`src/rtl/cir_pkg.sv`:
```
`timescale 1ns / 1ps

package cir_pkg;

  localparam int unsigned MAX_HOST_CORES_DEF = 1024;

  localparam int HOST_CNT_W = 11;
  localparam int NCPU_W = 9;
  localparam int NCLUSTER_W = 6;
  localparam int CFG_DATA_W = 16;
  localparam int CFG_INDEX_W = 8;
  localparam int CORE_W = 10;

  localparam logic [CFG_INDEX_W-1:0] REG_VENDOR_AMD      = 8'd0;
  localparam logic [CFG_INDEX_W-1:0] REG_FEATURE_ENABLES = 8'd1;
  localparam logic [CFG_INDEX_W-1:0] REG_HOST_CPU_COUNT  = 8'd2;
  localparam logic [CFG_INDEX_W-1:0] REG_CPU_MHZ         = 8'd3;

  localparam logic [31:0] LEAF_VENDOR     = 32'h0000_0000;
  localparam logic [31:0] LEAF_FEATURES   = 32'h0000_0001;
  localparam logic [31:0] LEAF_CACHE_DESC = 32'h0000_0002;
  localparam logic [31:0] LEAF_CACHE_PARM = 32'h0000_0004;
  localparam logic [31:0] LEAF_MONITOR    = 32'h0000_0005;
  localparam logic [31:0] LEAF_EXT_FEAT   = 32'h0000_0007;
  localparam logic [31:0] LEAF_TOPOLOGY   = 32'h0000_000B;
  localparam logic [31:0] LEAF_XSAVE      = 32'h0000_000D;
  localparam logic [31:0] LEAF_TRACE      = 32'h0000_0014;
  localparam logic [31:0] LEAF_TSC        = 32'h0000_0015;
  localparam logic [31:0] LEAF_FREQ       = 32'h0000_0016;
  localparam logic [31:0] LEAF_EXT_MAX    = 32'h8000_0000;
  localparam logic [31:0] LEAF_EXT_FEATS  = 32'h8000_0001;
  localparam logic [31:0] LEAF_BRAND0     = 32'h8000_0002;
  localparam logic [31:0] LEAF_BRAND1     = 32'h8000_0003;
  localparam logic [31:0] LEAF_BRAND2     = 32'h8000_0004;
  localparam logic [31:0] LEAF_L2_CACHE   = 32'h8000_0006;
  localparam logic [31:0] LEAF_POWER      = 32'h8000_0007;
  localparam logic [31:0] LEAF_ADDR_SIZE  = 32'h8000_0008;
  localparam logic [31:0] LEAF_PERF_OPT   = 32'h8000_001A;

  localparam logic [31:0] AMD_SIG   = 32'h0087_0F1C;
  localparam logic [31:0] INTEL_SIG = 32'h0004_0661;

  localparam logic [31:0] BRAND_ROM [12] = '{
    32'h2020_2020, 32'h2020_2020, 32'h2020_2020, 32'h2020_2020,
    32'h2020_2020, 32'h2020_2020, 32'h7472_6956, 32'h206C_6175,
    32'h2D36_3878, 32'h5020_3436, 32'h6563_6F72, 32'h726F_7373
  };

  typedef struct packed {
    logic                  vendor_amd;
    logic [5:0]            feat;
    logic [15:0]           cpu_mhz;
    logic [NCPU_W-1:0]     ncpu;
    logic [NCLUSTER_W-1:0] ncluster;
  } cfg_t;

endpackage

```
`src/rtl/cir_cfg.sv`:
```
`timescale 1ns / 1ps

module cir_cfg #(
  parameter int unsigned MAX_HOST_CORES = cir_pkg::MAX_HOST_CORES_DEF
) (
  input  logic                            clk,
  input  logic                            rst_n,
  input  logic                            cfg_we,
  input  logic [cir_pkg::CFG_INDEX_W-1:0] cfg_index,
  input  logic [cir_pkg::CFG_DATA_W-1:0]  cfg_wdata,
  output cir_pkg::cfg_t                   cfg
);

  logic                             vendor_amd_r;
  logic [5:0]                       feat_r;
  logic [cir_pkg::HOST_CNT_W-1:0]   host_cnt_r;
  logic [15:0]                      cpu_mhz_r;
  logic [cir_pkg::NCPU_W-1:0]       ncpu;
  logic [cir_pkg::NCLUSTER_W-1:0]   ncluster;
  logic [cir_pkg::HOST_CNT_W-1:0]   cnt_nz, cnt_cl, cnt_m1;

  always_comb begin
    cnt_nz = (host_cnt_r == '0) ? cir_pkg::HOST_CNT_W'(1) : host_cnt_r;
    if (32'(cnt_nz) > MAX_HOST_CORES) begin
      cnt_cl = MAX_HOST_CORES[cir_pkg::HOST_CNT_W-1:0];
    end else begin
      cnt_cl = cnt_nz;
    end
    cnt_m1 = cnt_cl - cir_pkg::HOST_CNT_W'(1);
    if (vendor_amd_r) begin
      ncpu = {1'b0, cnt_m1[7:0]} + cir_pkg::NCPU_W'(1);
      ncluster = cir_pkg::NCLUSTER_W'({3'b0, cnt_m1[10:8]} + 4'd1);
    end else begin
      ncpu = (cnt_cl > cir_pkg::HOST_CNT_W'(64)) ? cir_pkg::NCPU_W'(64)
                                                  : cnt_cl[cir_pkg::NCPU_W-1:0];
      ncluster = cir_pkg::NCLUSTER_W'({1'b0, cnt_m1[10:6]}) + cir_pkg::NCLUSTER_W'(1);
    end
  end

  always_ff @(posedge clk) begin
    if (!rst_n) begin
      vendor_amd_r <= 1'b0;
      feat_r       <= '0;
      host_cnt_r   <= cir_pkg::HOST_CNT_W'(1);
      cpu_mhz_r    <= 16'd2000;
    end else begin
      if (cfg_we) begin
        unique case (cfg_index)
          cir_pkg::REG_VENDOR_AMD:      vendor_amd_r <= cfg_wdata[0];
          cir_pkg::REG_FEATURE_ENABLES: feat_r <= cfg_wdata[5:0];
          cir_pkg::REG_HOST_CPU_COUNT:  host_cnt_r <= cfg_wdata[cir_pkg::HOST_CNT_W-1:0];
          cir_pkg::REG_CPU_MHZ:         cpu_mhz_r <= cfg_wdata;
          default: ;
        endcase
      end
    end
  end

  assign cfg.vendor_amd = vendor_amd_r;
  assign cfg.feat       = feat_r;
  assign cfg.cpu_mhz    = cpu_mhz_r;
  assign cfg.ncpu       = ncpu;
  assign cfg.ncluster   = ncluster;

endmodule

```
`src/rtl/cir_resp.sv`:
```
`timescale 1ns / 1ps

module cir_resp (
  input  cir_pkg::cfg_t                 cfg,
  input  logic [31:0]                   leaf,
  input  logic [31:0]                   subleaf,
  input  logic [cir_pkg::CORE_W-1:0]    current_core,
  output logic [31:0]                   eax,
  output logic [31:0]                   ebx,
  output logic [31:0]                   ecx,
  output logic [31:0]                   edx
);

  logic amd, intel, avx, avx2, sse42, aes, pclmul, sha;
  logic [31:0] top;

  always_comb begin
    amd    = cfg.vendor_amd;
    intel  = ~cfg.vendor_amd;
    avx    = cfg.feat[0];
    avx2   = cfg.feat[1];
    sse42  = cfg.feat[2];
    aes    = cfg.feat[3];
    pclmul = cfg.feat[4];
    sha    = cfg.feat[5];
    top    = {cfg.ncpu[5:0] - 6'd1, 26'd0};
    eax = '0;
    ebx = '0;
    ecx = '0;
    edx = '0;
    unique case (leaf)
      cir_pkg::LEAF_VENDOR: begin
        if (amd) begin
          eax = 32'hF; ebx = 32'h6874_7541; ecx = 32'h444D_4163; edx = 32'h6974_6E65;
        end else begin
          eax = 32'h16; ebx = 32'h756E_6547; ecx = 32'h6C65_746E; edx = 32'h4965_6E69;
        end
      end
      cir_pkg::LEAF_FEATURES: begin
        eax = amd ? cir_pkg::AMD_SIG : cir_pkg::INTEL_SIG;
        ebx = 32'h800 | (amd ? 32'd0 : {10'd0, cfg.ncluster, 16'd0});
        edx = 32'h07AB_F9FF | {3'd0, intel, 28'd0};
        ecx[0] = 1'b1; ecx[1] = pclmul; ecx[2] = intel; ecx[3] = 1'b1;
        ecx[5] = intel; ecx[9] = 1'b1; ecx[12] = avx2; ecx[13] = 1'b1;
        ecx[19] = 1'b1; ecx[20] = sse42; ecx[22] = 1'b1; ecx[23] = 1'b1;
        ecx[25] = aes; ecx[26] = avx; ecx[27] = avx; ecx[28] = avx;
        ecx[29] = avx; ecx[30] = avx2;
      end
      cir_pkg::LEAF_CACHE_DESC: begin
        if (intel) begin
          eax = 32'h7603_6301; ebx = 32'h00F0_B6FF; edx = 32'h00C3_0000;
        end
      end
      cir_pkg::LEAF_CACHE_PARM: begin
        if (intel) begin
          case (subleaf)
            32'd0: begin eax = 32'h4121 | top; ebx = 32'h01C0_003F; ecx = 32'd63; end
            32'd1: begin eax = 32'h4122 | top; ebx = 32'h01C0_003F; ecx = 32'd63; end
            32'd2: begin eax = 32'h4143 | top; ebx = 32'h00C0_003F; ecx = 32'd1023; end
            32'd3: begin
              eax = 32'h3C63 | top; ebx = 32'h02C0_003F; ecx = 32'd8191; edx = 32'd6;
            end
            default: ;
          endcase
        end
      end
      cir_pkg::LEAF_MONITOR: begin
        eax = 32'h40; ebx = 32'h40; ecx = 32'd3; edx = 32'h1114_2120;
      end
      cir_pkg::LEAF_EXT_FEAT: begin
        if (subleaf == '0) begin
          ebx[0] = 1'b1; ebx[3] = avx; ebx[5] = avx2; ebx[6] = intel; ebx[7] = 1'b1;
          ebx[8] = avx2; ebx[9] = intel; ebx[10] = 1'b1; ebx[13] = intel;
          ebx[19] = avx2; ebx[23] = 1'b1; ebx[24] = 1'b1; ebx[29] = sha;
          ecx[9] = avx & aes; ecx[10] = avx2 & pclmul; ecx[22] = 1'b1;
        end
      end
      cir_pkg::LEAF_TOPOLOGY: begin
        if (intel) begin
          if (subleaf == 32'd0) begin
            ebx = 32'd1; ecx = subleaf | 32'h100;
          end else if (subleaf == 32'd1) begin
            ebx = 32'(cfg.ncpu); ecx = subleaf | 32'h200;
          end else begin
            ecx = subleaf;
          end
          edx = 32'(current_core);
        end
      end
      cir_pkg::LEAF_XSAVE: begin
        if (subleaf == 32'd0) begin
          eax = 32'd7; ebx = 32'd832; ecx = 32'd832;
        end else if (subleaf == 32'd2) begin
          eax = 32'd256; ebx = 32'd576;
        end
      end
      cir_pkg::LEAF_TRACE: begin
        if (intel) begin
          if (subleaf == 32'd0) begin
            eax = 32'd1; ebx = 32'hF; ecx = 32'h7;
          end else if (subleaf == 32'd1) begin
            eax = 32'h0249_0002; ebx = 32'h003F_3FFF;
          end
        end
      end
      cir_pkg::LEAF_TSC: begin
        if (intel) begin
          eax = 32'd2; ebx = 32'h120;
        end
      end
      cir_pkg::LEAF_FREQ: begin
        if (intel) begin
          eax = 32'(cfg.cpu_mhz); ebx = 32'(cfg.cpu_mhz); ecx = 32'd100;
        end
      end
      cir_pkg::LEAF_EXT_MAX: begin
        if (amd) begin
          eax = 32'h8000_001A; ebx = 32'h6874_7541; ecx = 32'h444D_4163; edx = 32'h6974_6E65;
        end else begin
          eax = 32'h8000_0008;
        end
      end
      cir_pkg::LEAF_EXT_FEATS: begin
        if (amd) begin
          eax = cir_pkg::AMD_SIG; ecx = 32'h167; edx = 32'h29FB_B97D;
        end else begin
          ecx = 32'h121; edx = 32'h2990_8901;
        end
      end
      cir_pkg::LEAF_BRAND0: begin
        eax = cir_pkg::BRAND_ROM[0]; ebx = cir_pkg::BRAND_ROM[1];
        ecx = cir_pkg::BRAND_ROM[2]; edx = cir_pkg::BRAND_ROM[3];
      end
      cir_pkg::LEAF_BRAND1: begin
        eax = cir_pkg::BRAND_ROM[4]; ebx = cir_pkg::BRAND_ROM[5];
        ecx = cir_pkg::BRAND_ROM[6]; edx = cir_pkg::BRAND_ROM[7];
      end
      cir_pkg::LEAF_BRAND2: begin
        eax = cir_pkg::BRAND_ROM[8]; ebx = cir_pkg::BRAND_ROM[9];
        ecx = cir_pkg::BRAND_ROM[10]; edx = cir_pkg::BRAND_ROM[11];
      end
      cir_pkg::LEAF_L2_CACHE: ecx = 32'h0100_6040;
      cir_pkg::LEAF_POWER: begin
        if (amd) edx = 32'h100;
      end
      cir_pkg::LEAF_ADDR_SIZE: begin
        if (amd) ecx = 32'(cfg.ncpu) - 32'd1;
        else eax = 32'h0000_302E;
      end
      cir_pkg::LEAF_PERF_OPT: begin
        if (amd) eax = 32'd3;
      end
      default: ;
    endcase
  end

endmodule

```
`src/rtl/cpu_identification_responder.sv`:
```
`timescale 1ns / 1ps

// Channel   Direction  Handshake              Payload
// in_       request    in_valid / in_ready    in_leaf, in_subleaf, in_current_core
// out_      response   out_valid / out_ready  out_eax_out .. out_edx_out
// cfg_      write      cfg_we                 cfg_index, cfg_wdata
// Each request is decoded combinationally and its response appears on the cycle after it
// is accepted; one request is taken every cycle while the output register drains.
// A stalled response holds the output register and drops in_ready until it is taken.
// Reset clears the output valid and loads the configuration defaults; a configuration
// write takes effect for requests accepted from the next cycle on.

module cpu_identification_responder #(
  parameter int unsigned MAX_HOST_CORES = cir_pkg::MAX_HOST_CORES_DEF
) (
  input  logic                            clk,
  input  logic                            rst_n,
  input  logic                            in_valid,
  output logic                            in_ready,
  input  logic [31:0]                     in_leaf,
  input  logic [31:0]                     in_subleaf,
  input  logic [cir_pkg::CORE_W-1:0]      in_current_core,
  output logic                            out_valid,
  input  logic                            out_ready,
  output logic [31:0]                     out_eax_out,
  output logic [31:0]                     out_ebx_out,
  output logic [31:0]                     out_ecx_out,
  output logic [31:0]                     out_edx_out,
  input  logic                            cfg_we,
  input  logic [cir_pkg::CFG_INDEX_W-1:0] cfg_index,
  input  logic [cir_pkg::CFG_DATA_W-1:0]  cfg_wdata
);

  cir_pkg::cfg_t cfg;
  logic [31:0] eax, ebx, ecx, edx;
  logic [31:0] eax_r, ebx_r, ecx_r, edx_r;
  logic        out_valid_r;

  cir_cfg #(.MAX_HOST_CORES(MAX_HOST_CORES)) u_cfg (
    .clk       (clk),
    .rst_n     (rst_n),
    .cfg_we    (cfg_we),
    .cfg_index (cfg_index),
    .cfg_wdata (cfg_wdata),
    .cfg       (cfg)
  );

  cir_resp u_resp (
    .cfg          (cfg),
    .leaf         (in_leaf),
    .subleaf      (in_subleaf),
    .current_core (in_current_core),
    .eax          (eax),
    .ebx          (ebx),
    .ecx          (ecx),
    .edx          (edx)
  );

  assign in_ready = ~out_valid_r | out_ready;

  always_ff @(posedge clk) begin
    if (!rst_n) begin
      out_valid_r <= 1'b0;
    end else if (in_ready) begin
      out_valid_r <= in_valid;
    end
  end

  always_ff @(posedge clk) begin
    if (in_ready && in_valid) begin
      eax_r <= eax;
      ebx_r <= ebx;
      ecx_r <= ecx;
      edx_r <= edx;
    end
  end

  assign out_valid   = out_valid_r;
  assign out_eax_out = eax_r;
  assign out_ebx_out = ebx_r;
  assign out_ecx_out = ecx_r;
  assign out_edx_out = edx_r;

endmodule

```
`config.mk`:
```
export PLATFORM = sky130hd
export DESIGN_NAME = cpu_identification_responder
export DESIGN_NICKNAME = d
export VERILOG_FILES = /design/src/rtl/cir_pkg.sv /design/src/rtl/cir_cfg.sv /design/src/rtl/cir_resp.sv /design/src/rtl/cpu_identification_responder.sv
export SDC_FILE = /design/constraint.sdc
export NUM_CORES = 1
export LEC_CHECK = 0
export ABC_AREA = 1
export BUFFER_PORTS_ARGS = -buffer_cell sky130_fd_sc_hd__buf_2
export CORE_MARGIN = 2
export CORE_UTILIZATION = 44
export DETAILED_ROUTE_END_ITERATION = 12
export PLACE_DENSITY = 0.7
export SLEW_MARGIN = 20
export SYNTH_ARGS = -nofsm -noshare
export SYNTH_HDL_FRONTEND = slang
export SYNTH_SLANG_ARGS = --single-unit
```
`constraint.sdc`:
```
create_clock -name clk -period 11.01 [get_ports clk]
set_clock_uncertainty 0.05 [all_clocks]
set_input_delay 1.6515 -clock clk [delete_from_list [all_inputs] [get_ports clk]]
set_output_delay 1.6515 -clock clk [all_outputs]
set_load 0.01 [all_outputs]
```
# Yosys cells after proc, flatten, opt, wreduce, memory -nomap -nowiden

Index checks and enable logic that the tools add are counted.

Add/subtract/negate cells: 5
$lt $le $gt $ge: 2
Eq/ne operators: 25
Multiplexer cells: 96
Bitwise logic cells: 5
Reductions and logical operators: 18

Operators with widths:

| kind                                            | count |
|---|---|
| one-hot mux 32 bit (15 select lines)            | 1 |
| 2-to-1 mux 32 bit                               | 12 |
| one-hot mux 32 bit (12 select lines)            | 1 |
| == test 32 bit (second input constant)          | 9 |
| one-hot mux 2 bit (11 select lines)             | 6 |
| one-hot mux 32 bit (4 select lines)             | 1 |
| 2-to-1 mux 31 bit                               | 4 |
| == test 32 x 2 -> 1 bit (second input constant) | 3 |
| == test 32 x 3 -> 1 bit (second input constant) | 3 |
| == test 32 x 5 -> 1 bit (second input constant) | 3 |
| 2-to-1 mux 24 bit                               | 4 |
| one-hot mux 1 bit (11 select lines)             | 8 |
| one-hot mux 6 bit (14 select lines)             | 1 |
| one-hot mux 26 bit (3 select lines)             | 1 |
| one-hot mux 6 bit (13 select lines)             | 1 |
| 2-to-1 mux 22 bit                               | 3 |
| one-hot mux 3 bit (11 select lines)             | 2 |
| == test 32 x 1 -> 1 bit (second input constant) | 2 |
| == test 32 x 4 -> 1 bit (second input constant) | 2 |
| logical NOT 32 bit                              | 2 |
| 2-to-1 mux 10 bit                               | 6 |
| 2-to-1 mux 30 bit                               | 2 |
| one-hot mux 5 bit (12 select lines)             | 1 |
| 2-to-1 mux 9 bit                                | 6 |
| other kinds (38)                                | 67 |

Flip-flop bits (word level): 163
Bits of input ports: 103

# Longest topological paths before layout

Gate-level depths: netlist of the first run.

Depth in word-level cells: 11
Depth in mapped cells: 24

# Modules after synthesis

From an unflattened synthesis of the first run, not the netlist that was laid out.

Cell total of the unflattened synthesis: 1080
Area, all modules: 8841.0 µm²

By module, submodules not included:

| module                       | times used | cells each | area each (µm²) |
|---|---|---|---|
| cpu_identification_responder | 1          | 135        | 3895.0 |
| cir_resp                     | 1          | 659        | 3039.2 |
| cir_cfg                      | 1          | 286        | 1906.8 |

# Worst setup path before layout of the first run

Ideal clock, no wire load.

Path kind: input-to-reg
Start: input port in_valid
End: register eax_r[0] (netlist: out_eax_out[0]) (enable)
Arrival: 7.661 ns
Slack: 2.651 ns
Cell stages on the path: 2
Path buffers: 0
Cells stage by stage: inv_1 > a21oi_1

Longest elaborated chain between the ends: 1

RTL lines:

| what                 | RTL line                           | source |
|---|---|---|
| start, declared      | cpu_identification_responder.sv:18 | `input logic in_valid,` |
| logical AND 1 bit    | cpu_identification_responder.sv:70 | `if (in_ready && in_valid) begin` |
| end signal, assigned | cpu_identification_responder.sv:71 | `eax_r <= eax;` |
| end, declared        | cpu_identification_responder.sv:36 | `logic [31:0] eax_r, ebx_r, ecx_r, edx_r;` |

No other way between the ends.
A chain may end at the register's enable or synchronous reset.

# Worst setup path after layout of the first run

Start: input port in_leaf[19]
End: register ebx_r[18] (netlist: out_ebx_out[18]) (data pin)

Longest elaborated chain between the ends: 2
Elaborated cells on any way between the ends: 11
Those cells by class: eq/ne: 9; mux: 1; reduce/logical: 1

RTL lines:

| what                                         | RTL line                           | source |
|---|---|---|
| start, declared                              | cpu_identification_responder.sv:20 | `input logic [31:0] in_leaf,` |
| == test 32 bit, or another cell as far along | cir_resp.sv:31                     | `unique case (leaf)` |
| one-hot mux 5 bit (10 select lines) *        | cir_resp.sv:31                     |  |
| named net ebx[18]                            | cpu_identification_responder.sv:35 | `logic [31:0] eax, ebx, ecx, edx;` |
| end signal, assigned                         | cpu_identification_responder.sv:72 | `ebx_r <= ebx;` |
| end, declared                                | cpu_identification_responder.sv:36 |  |

Mark *: on every way through the listed nets, which the timed path passes. The rest lies on a longest branch.

==> impl_metrics.json, run 1 <==
{
  "cp_cell_sequence": "buf_2 > nor4_1 > and2_1 > nand2_1 > nor2_1 > inv_1 > nor2_1 > nand2_1 > o311ai_0",
  "wl_per_cell_um": 19.3,
  "ys_seq_area_share_pct": 55.7,
  "yosys-top-cells-area": "edfxtp_1, dfxtp_1, nand2_1, nor2_1, inv_1",
  "synth_top_area_share_pct": 46.9,
  "antenna_found_initial": 2,
  "crit_required_ps": 11110,
  "yosysWarnings": 0,
  "hold_depth": 2,
  "drc_errors": 0,
  "cp_num_buf_inv": 2,
  "rsz0062_at_grt": "no",
  "drive_gt1_share_pct": 27.3,
  "grt_usage_pct": 27.2,
  "power.internal_uw": 1010,
  "p_clk_share_pct": 43.8,
  "cts_root_buf": "clkbuf_16",
  "rows": 49,
  "finalHoldViolations": 0,
  "area_growth_pct": 24.3,
  "synth_flop_cell": "edfxtp_1",
  "vias": 7436,
  "post_dp_cell_area_sq_um": 9290,
  "postCtsHoldBufs": 0,
  "dp.cells": 1333,
  "leakage_uw": 0.00485,
  "cp_slowest_cell": "nor2_1",
  "final_cell_area_sq_um": 9880,
  "port_buffers": 230,
  "tns_ps": 0,
  "synth-edff-count": 124,
  "synth_cell_types": 45,
  "path_class": "in2reg",
  "netlist_instances": 892,
  "final_cells": 1366,
  "worstSetupPathDepth": 9,
  "p_sw_uw": 336,
  "grt_max_degree": 71,
  "detail-route-antenna-nets": 0,
  "drv_slew": 0,
  "fin_crit_sh_pct": 39.4,
  "dpl.hpwl_mm": 20.2,
  "place_congestion": 1.00,
  "path_delay_family": "simple AND/OR/NAND/NOR gates",
  "vdd_drop_max_uv": 113,
  "hold_path.class": "reg2reg",
  "setup_violations": 0,
  "cellPowerDensity_nw_per_um2": 137,
  "gr-usage-met1_pct": 36.5,
  "synth.avg_cell_area_sq_um": 8.91,
  "r2r_cells": 7,
  "htreeDepth": 4,
  "slew_headroom_pct": 37.1,
  "cts_resized": 0,
  "seqPwrFrac_pct": 50.0,
  "via_per_inst": 5.44,
  "wl_mm": 26.4,
  "critical_path_arrival_ps": 4440,
  "tritoncts": "done",
  "initial_utilization_pct": 44.5,
  "synth.most_common_cell": "nand2_1",
  "cts.path.max_buffers": 2,
  "grt_busiest_layer": "met2",
  "dr.pass1.iters": 6,
  "outcome": "completed",
  "core-area_sq_um": 17800,
  "cap_violations": 0,
  "worst_setup_path_start_kind": "input pin",
  "endpoint_kind": "register",
  "ios": 233,
  "fin_crit_ps": 4340,
  "crit_fanout": 13,
  "synthArstFlopShare_pct": 0,
  "yosysTopAreaCell": "edfxtp_1",
  "netSwitchingFraction_pct": 24.9,
  "netlist_top_cells_count": "nand2_1, nor2_1, edfxtp_1",
  "postCtsSetupBuffers": 0,
  "clk_latency_ps": 430,
  "overflow": 0,
  "grt_pass1_vias": 7034,
  "clkTransAtPathRegs_ps": 70,
  "chipHeight_um": 138,
  "cts_num_sinks": 159,
  "max_stage_delay_ps": 680,
  "use_met3_pct": 7.45,
  "comb_power_share_pct": 6.2,
  "grt_pass1_wl_mm": 39.6,
  "finalNetCount": 1230,
  "max_freq_mhz": 231,
  "cts_buffers": 17,
  "synth_seq_cells": 159,
  "synth_area_sq_um": 7950,
  "tightest_slew_ps": 944,
  "dieArea_sq_um": 19200,
  "drtIter0Drc": 728,
  "grtUsageMet2_pct": 42.1,
  "die_w_um": 138
}
## metal layers
| layer | routed length, um | vias to the layer above | part of all wire (%) |
|---|---|---|---|
| li1 | - | 3507 | - |
| met3 | 2660 | 56 | 10 |
| met2 | 12200 | 436 | 46 |
| met4 | 793 | 2 | 3.0 |
| met1 | 10800 | 3435 | 41 |
| met5 | 13 | - | 0.049 |
## worst min-delay path: cells and delay by family (launching register included)
| family | cells | cell delay, ps |
|---|---|---|
| flops | 1 | 300 |
| buf+inv | 1 | 60 |
| compound gates | 1 | 60 |
## placed cells by master (no fill, tap or decap), types with 3 or more instances in the layout
master,n
nor2_1,132
a211oi_1,7
nor4_1,10
o21ai_2,3
dfxtp_1,35
nor3_1,18
nand3_2,8
nor2_2,7
o2111ai_1,6
a21oi_1,26
clkbuf_16,18
nand2_4,5
nand2_1,178
inv_1,110
o41ai_1,3
buf_2,230
nand2_2,10
buf_4,4
nand3b_1,3
inv_8,4
clkinv_1,4
edfxtp_1,124
xor2_1,4
inv_6,5
nand3_1,62
inv_2,4
o21ai_0,43
o211ai_1,8
nand4_1,33
ha_1,4
## final timing paths
check | from | to | slack [ps]
max reg2reg | u_cfg.vendor_amd_r | out_ebx_out[0] | 7230
max | in_leaf[19] | out_ebx_out[18] | 6670
min reg2reg | u_cfg.cpu_mhz_r[3] | u_cfg.cpu_mhz_r[3] | 420
min | u_cfg.cpu_mhz_r[3] | u_cfg.cpu_mhz_r[3] | 420
## area by class of cell
| class | count | area, sq um |
|---|---|---|
| antenna | 1 | 2.50 |
| clock buffer | 18 | 450 |
| clock inverter | 14 | 135 |
| fill | 1668 | 7960 |
| inverter | 118 | 443 |
| multi-input combinational | 593 | 2960 |
| sequential | 159 | 4420 |
| tap | 229 | 287 |
| timing repair buffer | 234 | 1180 |
## cell families (layout without fill, tap and decap cells)
family | count (synthesis) | count (layout) | share of synthesized area (%)
AO/OA/AOI/OAI | 106 | 106 | 8.09
XOR/XNOR | 4 | 4 | 0.441
adder cells (fa/ha/maj) | 4 | 4 | 0.630
buffers and inverters | 141 | 384 | 7.30
flip-flops | 159 | 159 | 55.7
other | 1 | 3 | 0.0472
AND/OR/NAND/NOR | 477 | 477 | 27.8
## power by group through the flow
stage / combinational [uW] / sequential, uW / clock, uW
after floorplan: 21.1 / 703 / 0
after global routing: 89.8 / 676 / 619
after CTS: 83.5 / 674 / 595
final: 83.4 / 674 / 592
after global placement: 82.7 / 688 / 0
after detailed placement: 83.4 / 687 / 0
## per-stage QoR
step	utilization, %	setup WS [ps]	power [uW]	hold WS, ps
2_1_floorplan	-	2650	724	380
3_3_place_gp	52.1	6410	770	390
3_5_place_dp	52.1	6280	771	398
4_1_cts	55.4	6710	1350	417
5_1_grt	55.4	6370	1380	447
6_report	55.4	6670	1350	420
## state kept, by name (all words and copies together), names as in the netlist
register / flops
out_ecx_out: 32
out_ebx_out: 31
out_edx_out: 31
out_eax_out: 30
u_cfg.cpu_mhz_r: 16
u_cfg.host_cnt_r: 11
u_cfg.feat_r: 6
out_valid: 1
u_cfg.vendor_amd_r: 1
(Power assumes the default switching activity.)
==> inputs of run 2 (changes only) <==
ABC_AREA = 0   (was 1)
clock period = 4.5 ns   (was 11.01 ns; I/O delays follow)
==> run 2 against run 1 <==
Routed wire length increased by 1.2%. Die area decreased by 0.55%. Worst setup slack got worse by 6100 ps. Largest power group unchanged. Power increased by 140%. Non-clock buffer count increased by 17. Critical path depth increased by 6.
==> impl_metrics.json, run 2 <==
{
  "outcome": "completed",
  "cts_buffers": 17,
  "postCtsHoldBufs": 0,
  "netSwitchingFraction_pct": 23.6,
  "clk_latency_ps": 440,
  "cap_violations": 0,
  "antenna_found_initial": 0,
  "chipHeight_um": 138,
  "ios": 233,
  "post_dp_cell_area_sq_um": 9290,
  "place_congestion": 0.940,
  "seq_area_sq_um": 4420,
  "htreeDepth": 4,
  "tritoncts": "done",
  "fin_crit_sh_pct": 88.3,
  "cts_root_buf": "clkbuf_16",
  "grt_pass1_wl_mm": 40.4,
  "via_per_inst": 5.85,
  "leakage_uw": 0.00453,
  "utilization_pct": 55.4,
  "hold_path.class": "reg2reg",
  "cellPowerDensity_nw_per_um2": 330,
  "largest_reg_flops": 32,
  "dieArea_sq_um": 19000,
  "slew_headroom_pct": 28.5,
  "synth-edff-count": 124,
  "yosysTopAreaCell": "edfxtp_1",
  "overflow": 0,
  "netlist_instances": 750,
  "yosys-top-cells-area": "edfxtp_1, dfxtp_1, nand2_1, nand3_1, mux2i_1",
  "final_cell_area_sq_um": 9850,
  "crit_fanout": 12,
  "antenna_cells": 0,
  "dpl.hpwl_mm": 20.1,
  "wl_per_cell_um": 22.0,
  "detail-route-antenna-nets": 0,
  "tns_ps": 0,
  "max_freq_mhz": 252,
  "final_common_cell": "buf_2",
  "drv_slew": 0,
  "cts.path.max_buffers": 2,
  "synth_cell_types": 78,
  "drive_gt1_share_pct": 31.4,
  "synth.most_common_cell": "nand2_1",
  "synth_flop_cell": "edfxtp_1",
  "drtIter0Drc": 808,
  "rows": 49,
  "yosysWarnings": 0,
  "crit_required_ps": 4630,
  "seqPwrFrac_pct": 50.8,
  "core-area_sq_um": 17800,
  "synth_seq_cells": 159,
  "postCtsSetupBuffers": 0,
  "drc_errors": 0,
  "port_buffers": 230,
  "area_growth_pct": 24.6,
  "fin_crit_ps": 3970,
  "dr.pass1.iters": 8,
  "synthArstFlopShare_pct": 0,
  "netlist_top_cells_count": "nand2_1, edfxtp_1, nor2_1",
  "p_clk_share_pct": 43.0,
  "cts_resized": 0,
  "p_sw_uw": 767,
  "ys_seq_area_share_pct": 56.0,
  "endpoint_kind": "register",
  "synth.avg_cell_area_sq_um": 10.5,
  "clkTransAtPathRegs_ps": 70,
  "worst_setup_path_start_kind": "register",
  "die_w_um": 138,
  "synth_area_sq_um": 7900,
  "final_cell_mix": "buf_2, nand2_1, edfxtp_1, nor2_1, nand3_1",
  "critical_path_arrival_ps": 4110,
  "comb_power_share_pct": 6.2,
  "nFillCells": 1592,
  "grt_usage_pct": 27.6,
  "path_class": "reg2reg",
  "finalNetCount": 1081,
  "vdd_drop_max_uv": 288,
  "wl_mm": 26.7,
  "grt_pass1_vias": 6808,
  "cts_num_sinks": 159,
  "rsz0062_at_grt": "no",
  "multi_input_area_sq_um": 3190,
  "initial_utilization_pct": 44.4,
  "grt_max_degree": 125,
  "finalHoldViolations": 0,
  "vias": 7108,
  "synth_top_area_share_pct": 47.1,
  "power.internal_uw": 2490,
  "setup_violations": 0,
  "tightest_slew_ps": 1060
}
-- run 2: cell types whose count changed after synthesis, sizes merged, moves of 13 or more --
cell    previous run  this run
nand3             71        43
nor4              10        23
o21ai             46        20
nand2            193       137
nor2b              0        18
nor2             141        44
inv              114        16
or3                0        13
nand4             34        21
mux2i              0        20
clkbuf            10        26
-- run 2: per-stage QoR --
step           setup WS [ps]  total power (uW)  hold WS (ps)  cells
6_report                 527              3250           429   1216
5_1_grt                  244              3350           441   1216
2_1_floorplan            213              1760           382    751
3_3_place_gp             652              1890           405   1184
3_5_place_dp             577              1890           417   1184
4_1_cts                  543              3270           429   1216
-- run 2: power by group through the flow --
stage	Combinational, uW	Clock [uW]	Sequential (uW)
floorplan	45.0	0	1720
global placement	202	0	1690
detailed placement	203	0	1690
CTS	204	1410	1650
global route	216	1470	1660
finish	203	1400	1650
-- run 2: logic make-up after synthesis --
logic type               count (synthesis)  synth area share [%]
AO/OA/AOI/OAI                          122                  11.5
XOR/XNOR                                 9                 0.997
adder cells (fa/ha/maj)                  4                 0.633
buffers and inverters                   64                  3.78
flip-flops                             159                  56.0
multiplexers                            20                  2.53
other                                    1                0.0475
AND/OR/NAND/NOR                        371                  24.5
-- run 2: worst paths after layout --
kind                         end  slack, ps  cells past startpoint           startpoint
max              out_ecx_out[14]        530                     15  u_cfg.host_cnt_r[3]
min          u_cfg.cpu_mhz_r[14]        430                      2  u_cfg.cpu_mhz_r[14]
max reg2reg      out_ecx_out[14]        530                     15  u_cfg.host_cnt_r[3]
min reg2reg  u_cfg.cpu_mhz_r[14]        430                      2  u_cfg.cpu_mhz_r[14]
-- run 2: routing by layer --
metal	GRT usage (%)	vias to the layer above	routed length (um)
met5	0	-	0
met4	8.65	0	594
met3	6.58	49	2270
met2	44.4	426	12700
met1	37.2	3393	11200
li1	-	3240	-
-- run 2: cell type report --
cell class / instances / area share, %
multi-input combinational: 528 / 32.4
clock buffer: 19 / 4.40
timing repair buffer: 251 / 13.4
inverter: 17 / 0.648
sequential: 159 / 44.9
clock inverter: 13 / 1.31
tap: 229 / 2.91
-- run 2: worst max-delay path: stages, from the launching register on --
cell	delay, ps
dfxtp_1	470
nor4_4	550
a31oi_1	140
nor2_1	270
inv_1	110
ha_1	220
buf_4	180
nand2_1	100
o21a_1	120
o221ai_1	260
nand4_1	170
nand3_1	230
and4_4	240
nand2_2	140
nand3_2	120
a211o_1	320
